**config.mk**
```make
export PLATFORM = sky130hd
export DESIGN_NAME = timed_event_table_scheduler
export DESIGN_NICKNAME = d
export VERILOG_FILES = /design/src/sv/tets_pkg.sv /design/src/sv/tets_ctrl.sv /design/src/sv/tets_dp.sv /design/src/sv/timed_event_table_scheduler.sv
export SDC_FILE = /design/constraint.sdc
export NUM_CORES = 2
export LEC_CHECK = 0
export BUFFER_PORTS_ARGS = -buffer_cell sky130_fd_sc_hd__buf_4
export CAP_MARGIN = 20
export CORE_MARGIN = 2
export CORE_UTILIZATION = 30
export DETAILED_ROUTE_END_ITERATION = 8
export PLACE_DENSITY = 0.45
export SLEW_MARGIN = 10
export SYNTH_ARGS = -nofsm -noshare
export SYNTH_HDL_FRONTEND = slang
export SYNTH_SLANG_ARGS = --single-unit
```
**constraint.sdc**
```tcl
create_clock -name clk -period 4.4 [get_ports clk]
set_input_delay 0.88 -clock clk [delete_from_list [all_inputs] [get_ports clk]]
set_output_delay 0.88 -clock clk [all_outputs]
set_load 0.03 [all_outputs]
```
**src/sv/tets_pkg.sv**
```systemverilog
`timescale 1ns / 1ps

package tets_pkg;

	// Table geometry
	localparam int EVENT_SLOTS = 64;
	localparam int LIGHT_COUNT = 32;
	localparam int SLOT_W      = (EVENT_SLOTS > 1) ? $clog2(EVENT_SLOTS) : 1;
	localparam int IDX_W       = $clog2(EVENT_SLOTS + 1);

	// Field widths
	localparam int CMD_W    = 2;
	localparam int ID_W     = 8;
	localparam int DAY_W    = 4;
	localparam int MIN_W    = 11;
	localparam int WDAY_W   = 3;
	localparam int STATUS_W = 3;

	typedef enum logic [CMD_W-1:0] {
		CMD_SCHED_ON  = 2'd0,
		CMD_SCHED_OFF = 2'd1,
		CMD_REMOVE    = 2'd2,
		CMD_TICK      = 2'd3
	} cmd_t;

	localparam logic [STATUS_W-1:0] ST_OK     = 3'd0;
	localparam logic [STATUS_W-1:0] ST_BAD_ID = 3'd1;
	localparam logic [STATUS_W-1:0] ST_FULL   = 3'd2;
	localparam logic [STATUS_W-1:0] ST_ACTION = 3'd3;
	localparam logic [STATUS_W-1:0] ST_NONE   = 3'd4;

	// Day codes
	localparam logic [DAY_W-1:0] DAY_SUN     = 4'd0;
	localparam logic [DAY_W-1:0] DAY_SAT     = 4'd6;
	localparam logic [DAY_W-1:0] DAY_EVERY   = 4'd7;
	localparam logic [DAY_W-1:0] DAY_WEEKDAY = 4'd8;
	localparam logic [DAY_W-1:0] DAY_WEEKEND = 4'd9;

	// Day-of-week values
	localparam logic [WDAY_W-1:0] WD_SUN = 3'd0;
	localparam logic [WDAY_W-1:0] WD_MON = 3'd1;
	localparam logic [WDAY_W-1:0] WD_FRI = 3'd5;
	localparam logic [WDAY_W-1:0] WD_SAT = 3'd6;

	// Stored event, 24 bits: action on top, then minute, day code, light id
	typedef struct packed {
		logic             on;
		logic [MIN_W-1:0] minute;
		logic [DAY_W-1:0] day;
		logic [ID_W-1:0]  id;
	} entry_t;

	// Controller -> datapath
	typedef struct packed {
		logic load;      // latch a new request, restart the scan
		logic scan_en;   // walk the table
		logic fin_push;  // write the closing result
	} ctl_t;

	// Datapath -> controller
	typedef struct packed {
		logic bad_id;    // schedule request with light id out of range
		logic scan_done; // scan has reached its end this cycle
		logic out_free;  // output register can take a result
	} sts_t;

	function automatic logic day_match(input logic [DAY_W-1:0] code,
	                                   input logic [WDAY_W-1:0] today);
		logic m;
		m = 1'b0;
		case (code) inside
			[DAY_SUN:DAY_SAT]: m = (code[WDAY_W-1:0] == today);
			DAY_EVERY:         m = 1'b1;
			DAY_WEEKDAY:       m = (today >= WD_MON) && (today <= WD_FRI);
			DAY_WEEKEND:       m = (today == WD_SUN) || (today == WD_SAT);
			default:           m = 1'b0;
		endcase
		return m;
	endfunction

endpackage

```
**src/sv/tets_ctrl.sv**
```systemverilog
`timescale 1ns / 1ps

module tets_ctrl
	import tets_pkg::*;
(
	input  logic clk,
	input  logic arst_n,
	input  logic in_valid,
	output logic in_ready,
	input  sts_t sts,
	output ctl_t ctl
);

	typedef enum logic [2:0] {
		S_IDLE = 3'b001,
		S_SCAN = 3'b010,
		S_FIN  = 3'b100
	} state_t;

	state_t state_q, state_d;

	always_comb begin
		state_d      = state_q;
		in_ready     = 1'b0;
		ctl          = '0;
		unique case (state_q)
			S_IDLE: begin
				in_ready = 1'b1;
				if (in_valid) begin
					ctl.load = 1'b1;
					state_d  = sts.bad_id ? S_FIN : S_SCAN;
				end
			end
			S_SCAN: begin
				ctl.scan_en = 1'b1;
				if (sts.scan_done) begin
					state_d = S_FIN;
				end
			end
			S_FIN: begin
				if (sts.out_free) begin
					ctl.fin_push = 1'b1;
					state_d      = S_IDLE;
				end
			end
			default: state_d = S_IDLE;
		endcase
	end

	always_ff @(posedge clk or negedge arst_n) begin
		if (!arst_n) begin
			state_q <= S_IDLE;
		end else begin
			state_q <= state_d;
		end
	end

endmodule

```
**src/sv/tets_dp.sv**
```systemverilog
`timescale 1ns / 1ps

module tets_dp
	import tets_pkg::*;
(
	input  logic                clk,
	input  logic                arst_n,
	input  ctl_t                ctl,
	output sts_t                sts,
	input  logic [CMD_W-1:0]    cmd,
	input  logic [ID_W-1:0]     light_id,
	input  logic [DAY_W-1:0]    day_code,
	input  logic [MIN_W-1:0]    minute,
	input  logic [WDAY_W-1:0]   today,
	output logic                out_valid,
	input  logic                out_ready,
	output logic [STATUS_W-1:0] status,
	output logic [ID_W-1:0]     out_light,
	output logic                turn_on,
	output logic                last
);

	// latched request
	cmd_t              cmd_q;
	logic [ID_W-1:0]   id_q;
	logic [DAY_W-1:0]  day_q;
	logic [MIN_W-1:0]  min_q;
	logic [WDAY_W-1:0] today_q;
	logic              bad_q;
	logic              written_q;

	// table
	entry_t            slot_mem_q [EVENT_SLOTS];
	logic [EVENT_SLOTS-1:0] slot_vld_q;

	// scan: read stage and evaluate stage
	logic [IDX_W-1:0]  idx_q;
	logic              s1_vld_s1;
	logic [SLOT_W-1:0] idx_s1;
	logic              vld_s1;
	entry_t            ent_s1;

	// pending action, held back until we know whether it is the final one
	logic              pend_vld_q;
	logic [ID_W-1:0]   pend_id_q;
	logic              pend_on_q;

	// output register
	logic                out_vld_q;
	logic [STATUS_W-1:0] status_q;
	logic [ID_W-1:0]     light_q;
	logic                on_q;
	logic                last_q;

	logic is_sched, is_tick, is_remove;
	logic out_free, due, stall, adv, issue, fire;
	logic wr_en, clr_en, push_pend, key_hit, at_end;
	entry_t new_ent;

	assign is_sched  = (cmd_q == CMD_SCHED_ON) || (cmd_q == CMD_SCHED_OFF);
	assign is_tick   = (cmd_q == CMD_TICK);
	assign is_remove = (cmd_q == CMD_REMOVE);

	assign out_free  = !out_vld_q || out_ready;

	assign due     = vld_s1 && day_match(ent_s1.day, today_q) && (ent_s1.minute == min_q);
	assign key_hit = vld_s1 && (ent_s1.id == id_q) && (ent_s1.day == day_q)
	                 && (ent_s1.minute == min_q);

	// a due event with one already pending must move the older one out first
	assign stall = s1_vld_s1 && is_tick && due && pend_vld_q && !out_free;
	assign adv   = ctl.scan_en && !stall;
	assign issue = adv && (idx_q < IDX_W'(EVENT_SLOTS));
	assign fire  = adv && s1_vld_s1;

	assign wr_en     = fire && is_sched && !vld_s1;
	assign clr_en    = fire && is_remove && key_hit;
	assign push_pend = fire && is_tick && due && pend_vld_q;
	assign at_end    = (idx_s1 == SLOT_W'(EVENT_SLOTS - 1));

	assign new_ent.on     = (cmd_q == CMD_SCHED_ON);
	assign new_ent.minute = min_q;
	assign new_ent.day    = day_q;
	assign new_ent.id     = id_q;

	assign sts.bad_id    = ((cmd == CMD_SCHED_ON) || (cmd == CMD_SCHED_OFF))
	                       && (light_id >= ID_W'(LIGHT_COUNT));
	assign sts.scan_done = fire && (at_end || wr_en);
	assign sts.out_free  = out_free;

	// request latch
	always_ff @(posedge clk) begin
		if (ctl.load) begin
			cmd_q   <= cmd_t'(cmd);
			id_q    <= light_id;
			day_q   <= day_code;
			min_q   <= minute;
			today_q <= today;
			bad_q   <= sts.bad_id;
		end
	end

	// table storage and registered read
	always_ff @(posedge clk) begin
		if (wr_en) begin
			slot_mem_q[idx_s1] <= new_ent;
		end
		if (issue) begin
			ent_s1 <= slot_mem_q[idx_q[SLOT_W-1:0]];
			vld_s1 <= slot_vld_q[idx_q[SLOT_W-1:0]];
			idx_s1 <= idx_q[SLOT_W-1:0];
		end
	end

	always_ff @(posedge clk or negedge arst_n) begin
		if (!arst_n) begin
			slot_vld_q <= '0;
			idx_q      <= '0;
			s1_vld_s1  <= 1'b0;
			written_q  <= 1'b0;
			pend_vld_q <= 1'b0;
		end else begin
			if (wr_en) begin
				slot_vld_q[idx_s1] <= 1'b1;
			end else if (clr_en) begin
				slot_vld_q[idx_s1] <= 1'b0;
			end

			if (ctl.load) begin
				idx_q      <= '0;
				s1_vld_s1  <= 1'b0;
				written_q  <= 1'b0;
				pend_vld_q <= 1'b0;
			end else begin
				if (issue) begin
					idx_q <= idx_q + IDX_W'(1);
				end
				if (adv) begin
					s1_vld_s1 <= issue;
				end else if (!ctl.scan_en) begin
					s1_vld_s1 <= 1'b0;
				end
				if (wr_en) begin
					written_q <= 1'b1;
				end
				if (fire && is_tick && due) begin
					pend_vld_q <= 1'b1;
				end
			end
		end
	end

	always_ff @(posedge clk) begin
		if (fire && is_tick && due) begin
			pend_id_q <= ent_s1.id;
			pend_on_q <= ent_s1.on;
		end
	end

	// output register
	always_ff @(posedge clk or negedge arst_n) begin
		if (!arst_n) begin
			out_vld_q <= 1'b0;
		end else if (push_pend || ctl.fin_push) begin
			out_vld_q <= 1'b1;
		end else if (out_ready) begin
			out_vld_q <= 1'b0;
		end
	end

	always_ff @(posedge clk) begin
		if (push_pend) begin
			status_q <= ST_ACTION;
			light_q  <= pend_id_q;
			on_q     <= pend_on_q;
			last_q   <= 1'b0;
		end else if (ctl.fin_push) begin
			last_q  <= 1'b1;
			light_q <= '0;
			on_q    <= 1'b0;
			if (bad_q) begin
				status_q <= ST_BAD_ID;
			end else if (is_tick) begin
				if (pend_vld_q) begin
					status_q <= ST_ACTION;
					light_q  <= pend_id_q;
					on_q     <= pend_on_q;
				end else begin
					status_q <= ST_NONE;
				end
			end else if (is_sched) begin
				status_q <= written_q ? ST_OK : ST_FULL;
			end else begin
				status_q <= ST_OK;
			end
		end
	end

	assign out_valid = out_vld_q;
	assign status    = status_q;
	assign out_light = light_q;
	assign turn_on   = on_q;
	assign last      = last_q;

endmodule

```
**src/sv/timed_event_table_scheduler.sv**
```systemverilog
// Timed light event table: holds up to EVENT_SLOTS events (light id, day code,
// minute of day, on/off action) and answers requests on a valid/ready channel.
// Request cmd: schedule on / schedule off store the event in the lowest free
// slot, remove frees every slot matching id, day code and minute, tick scans
// for due events at (today, minute).
// Result channel (valid/ready): schedule and remove give one result (ok, id
// out of range, table full). A tick gives one light action per due event in
// slot order, or a single no-action result; the final result carries last.
// Scan: the table sits in a memory, read once per cycle by a scan counter
// unless the scan is stalled. A request passes through the accept, one read,
// a visit to each slot (all 64 for tick and remove, up to the first free slot
// for a schedule) and the closing result. An out-of-range schedule goes from
// the accept straight to the closing result.
// Only one request is in flight; the next is taken once the closing result
// is in the output register, even if the receiver has not yet taken it.
// When the receiver stalls, the scan halts on a due event until the output
// register drains; no result is dropped. Reset empties the table (valid bits
// cleared at once, no clearing pass) and clears the result channel.
`timescale 1ns / 1ps

module timed_event_table_scheduler
	import tets_pkg::*;
(
	input  logic                clk,
	input  logic                arst_n,
	// request channel
	input  logic                in_valid,
	output logic                in_ready,
	input  logic [CMD_W-1:0]    cmd,
	input  logic [ID_W-1:0]     light_id,
	input  logic [DAY_W-1:0]    day_code,
	input  logic [MIN_W-1:0]    minute,
	input  logic [WDAY_W-1:0]   today,
	// result channel
	output logic                out_valid,
	input  logic                out_ready,
	output logic [STATUS_W-1:0] status,
	output logic [ID_W-1:0]     out_light,
	output logic                turn_on,
	output logic                last
);

	ctl_t ctl;
	sts_t sts;

	// sequencer: idle / scan / close
	tets_ctrl u_ctrl (
		.clk      (clk),
		.arst_n   (arst_n),
		.in_valid (in_valid),
		.in_ready (in_ready),
		.sts      (sts),
		.ctl      (ctl)
	);

	// table memory, scan pipeline, pending action and output register
	tets_dp u_dp (
		.clk       (clk),
		.arst_n    (arst_n),
		.ctl       (ctl),
		.sts       (sts),
		.cmd       (cmd),
		.light_id  (light_id),
		.day_code  (day_code),
		.minute    (minute),
		.today     (today),
		.out_valid (out_valid),
		.out_ready (out_ready),
		.status    (status),
		.out_light (out_light),
		.turn_on   (turn_on),
		.last      (last)
	);

endmodule
```
==> impl_results.rst <==
.. list-table::
   :header-rows: 1

   * - Metric
     - Value
   * - Run status
     - finished, final reports clean
   * - CTS clk-pin slew, worst paths
     - 0.06 ns
   * - Maximum count of clock buffers along a single path
     - 3
   * - Number of max-slew violations in the final report
     - 0
   * - Final period utilization
     - 87.8%
   * - Nature of the critical path endpoint
     - register
   * - Final routed DRC violation total
     - 0
   * - ANT nets after route
     - 0
   * - Effective utilization at floorplan
     - 30.1%
   * - Asr flop ratio synth
     - 4.60%
   * - Leading cell type in the layout, fill and taps excluded
     - edfxtp_1
   * - Yosys warning total
     - 0
   * - Area after DPL
     - 0.0709 mm²
   * - Max Clock Freq
     - 259 MHz
   * - Synthesized-area fraction occupied by ao, oa, aoi and oai cells
     - 3.31%
   * - Area of combinational cells with multiple inputs
     - 0.0148 mm²
   * - Post-route cell area
     - 0.0767 mm²
   * - Final worst clock skew
     - 0.0370 ns
   * - Basic-gate share of the synthesized area counting and, or, nand and nor cells
     - 3.22%
   * - Mapped Cells
     - 3191
   * - Adder-cell area share of the yosys netlist
     - 0.0189%
   * - Total half-perimeter wirelength after legalization and detailed placement
     - 113000 µm
   * - Top fanout value on the critical path
     - 51
   * - RSZ-0062 raised after global routing
     - no
   * - Min Tclk post-route
     - 3.86 ns
   * - Port Buf Inserts
     - 46
   * - TritonCTS sink count
     - 1696
   * - Number of flops mapped to enable cells by yosys
     - 1614
   * - Hold WC Path Type
     - input port to asynchronous set/reset pin
   * - Total number of vias
     - 33.0k
   * - Combinational family with the most area after synthesis
     - multiplexers
   * - Slew margin rel.
     - 26.6%
   * - Die height
     - 473 µm
   * - Portion of synthesized cell area occupied by the leading cell type
     - 73.3%
   * - WP data arrival
     - 4.37 ns
   * - First-pass GRT wire length
     - 276000 µm
   * - Number of global-route vias before repair
     - 33.7k
   * - Post-CTS repair timing setup buffer count
     - 0
   * - Sequential cell area
     - 0.0505 mm²
   * - Max-cap violations
     - 0
   * - Clock latency at the later pin of the worst-skew pair
     - 0.81 ns
   * - Initial antenna violation count
     - 22
   * - Global route overflow
     - 0
   * - Number of hold violations in the final report
     - 0
   * - Share of synthesized area occupied by flip-flops and latches
     - 76.4%
   * - Number of hold buffers added after cts
     - 0
   * - Ys flop type
     - edfxtp_1
   * - Wirelength, routed
     - 197000 µm
   * - Pwr dens
     - 540 mW/mm²
   * - CTS H-tree lvls
     - 4
   * - Filler cell count in the final layout
     - 20.4k
   * - Vias/cell
     - 5.11
   * - Endpoint required time on the critical path
     - 4.91 ns
   * - Top cells by area in the synthesized netlist
     - edfxtp_1 (73%), mux4_2 (13%), dfrtp_1 (2.9%)
   * - Aggregate global-route resource usage
     - 17.5%
   * - Number of primary I/O pins
     - 47
   * - Number of standard-cell rows in the floorplan
     - 172
   * - Area inside the core boundary
     - 0.219 mm²
   * - Worst-case vdd ir drop
     - 360 µV
   * - Number of nets in the layout
     - 3463
   * - First-iteration detailed-routing DRC count
     - 3704
   * - Share of synthesized area spent on multiplexers
     - 15.0%
   * - Synthesized net count
     - 3224
   * - Area enclosed by the die boundary
     - 0.224 mm²
   * - Number of gates given a new drive strength after cts
     - 0
   * - Startpoint types
     - register
   * - Worst hold slack
     - 0.115 ns
   * - Area share of xor/xnor cells in the synthesized design
     - 0.331%
   * - Weighted congestion reported at the end of routability-driven placement
     - 0.798
   * - Clock root buffer
     - clkbuf_16
   * - Netlist Area Pre-Place
     - 0.0661 mm²
   * - Layout cell share with drive strength beyond 1
     - 27.5%
   * - Worst slew pin tran
     - 1.10 ns
   * - Leakage dissipation
     - 24.1 nW
   * - Setup CP Type
     - register to register
   * - Pin count of the biggest net entering global routing
     - 79
   * - Post-synthesis cell type count
     - 70
   * - Num CTS Buffers
     - 182
   * - Area growth syn-to-layout
     - 16.0%
   * - TritonCTS clock tree
     - done
   * - Average instance area after synthesis
     - 20.7 µm²
   * - Number of detailed-route iterations in the first pass
     - 5
   * - Largest area contributor in the synthesized netlist
     - edfxtp_1
   * - Total negative slack for setup checks
     - 0 ns
   * - Flop and latch count out of synthesis
     - 1696
   * - Wire length per cell after detailed routing
     - 30.6 µm
   * - Most used cells in the layout excluding fill and tap cells
     - edfxtp_1 (1614), mux4_2 (373), buf_4 (222)
   * - Final setup violating endpoints
     - 0
   * - Overall die width
     - 473 µm
==> sequential cells by signal, summed over array words and instances, names as in the netlist, 2 cells and up, named ones only <==
name / cells
u_dp.slot_mem_q: 1536
u_dp.ent_s1: 24
u_dp.min_q: 11
u_dp.id_q: 8
u_dp.out_light: 8
u_dp.pend_id_q: 8
u_dp.idx_q: 7
u_dp.idx_s1: 6
u_dp.day_q: 4
u_ctrl.state_q: 3
u_dp.status: 3
u_dp.today_q: 3
u_dp.cmd_q: 2
==> report_power, final <==
part | switching [mW] | internal, mW | leakage, nW
combinational | 4.43 | 3.06 | 5.69
clock | 6.33 | 8.58 | 2.81
sequential | 0.293 | 18.7 | 15.6
==> worst max-delay path: stages, from the launching register on <==
cell,delay [ns]
dfrtp_4,0.72
buf_12,0.44
mux4_2,0.56
nor2b_1,0.14
a211oi_1,0.29
buf_4,0.22
a31oi_1,0.07
nor2_1,0.87
o21ai_1,0.16
==> cell families (layout without fill, tap and decap cells) <==
logic type                 count (synthesis)  in the layout
muxes                                    519            519
AOI/OAI and AO/OA                        304            304
and+or+nand+nor                          452            452
other                                      0              2
adders and majority gates                  1              1
xor gates and xnor gates                  25             25
DFF                                     1696           1696
buffers and inverters                    194            584
==> stage by stage <==
stage,power (mW),cells,setup slack [ns],utilization (%)
floorplan,24.1,3191,1.37,-
global placement,27.0,6113,0.355,32.3
detailed placement,27.0,6115,0.548,32.3
CTS,41.9,6450,0.511,35.0
global route,42.9,6454,0.377,35.0
finish,41.4,6454,0.537,35.0
==> routing by layer <==
layer	vias to the layer above	wire, µm	GRT usage [%]
li1	13700	-	-
met1	18000	88300	24.8
met2	1076	91800	27.4
met3	234	13000	3.85
met4	2	4280	4.26
met5	-	7	0
==> synth_stat cells (7+ instances only) <==
master       n
nand2b_1     9
o22ai_1     10
xnor2_1     12
edfxtp_1  1614
a31oi_1     17
nor2_1     106
buf_2       34
buf_1       17
a21o_1      65
a21oi_1     25
buf_4       29
buf_6       25
dfrtp_1     77
o21ai_0     11
mux4_2     373
o211ai_1    26
a221oi_1    29
a22oi_1     33
a211oi_1     8
mux2_2      25
a32oi_1     18
mux2i_1    121
nand3_1     88
inv_1        8
and2_1      15
o21ai_1     33
xor2_1      13
nand4_1      7
or2_0        9
a22o_1      18
clkbuf_1    71
nor3_1       8
nand2_1    158
nor2b_1     15
==> cell type report <==
| type | count | area share [%] |
|---|---|---|
| diodes | 2 | 0.00653 |
| inverters | 10 | 0.0522 |
| clock buffers | 237 | 6.37 |
| multi-input cells | 1301 | 19.2 |
| flip-flops and latches | 1696 | 65.9 |
| repair buffers | 239 | 2.62 |
| well taps | 2871 | 4.69 |
| clock inverters | 98 | 1.13 |
==> path summary, 6_finish.rpt <==
check                         startpoint                         end  slack [ns]  cells after the start
max                        u_dp.idx_q[0]             u_dp.ent_s1[23]        0.54                      8
min                               arst_n              u_dp.out_valid        0.12                      1
max reg2reg                u_dp.idx_q[0]             u_dp.ent_s1[23]        0.54                      8
min reg2reg                     register                    register        0.47                      1
max in group asynchronous         arst_n  asynchronous set/reset pin        3.26                      2
min in group clk                today[1]             u_dp.today_q[1]        0.24                      1
Note: power is estimated with default switching activity, not from simulation.
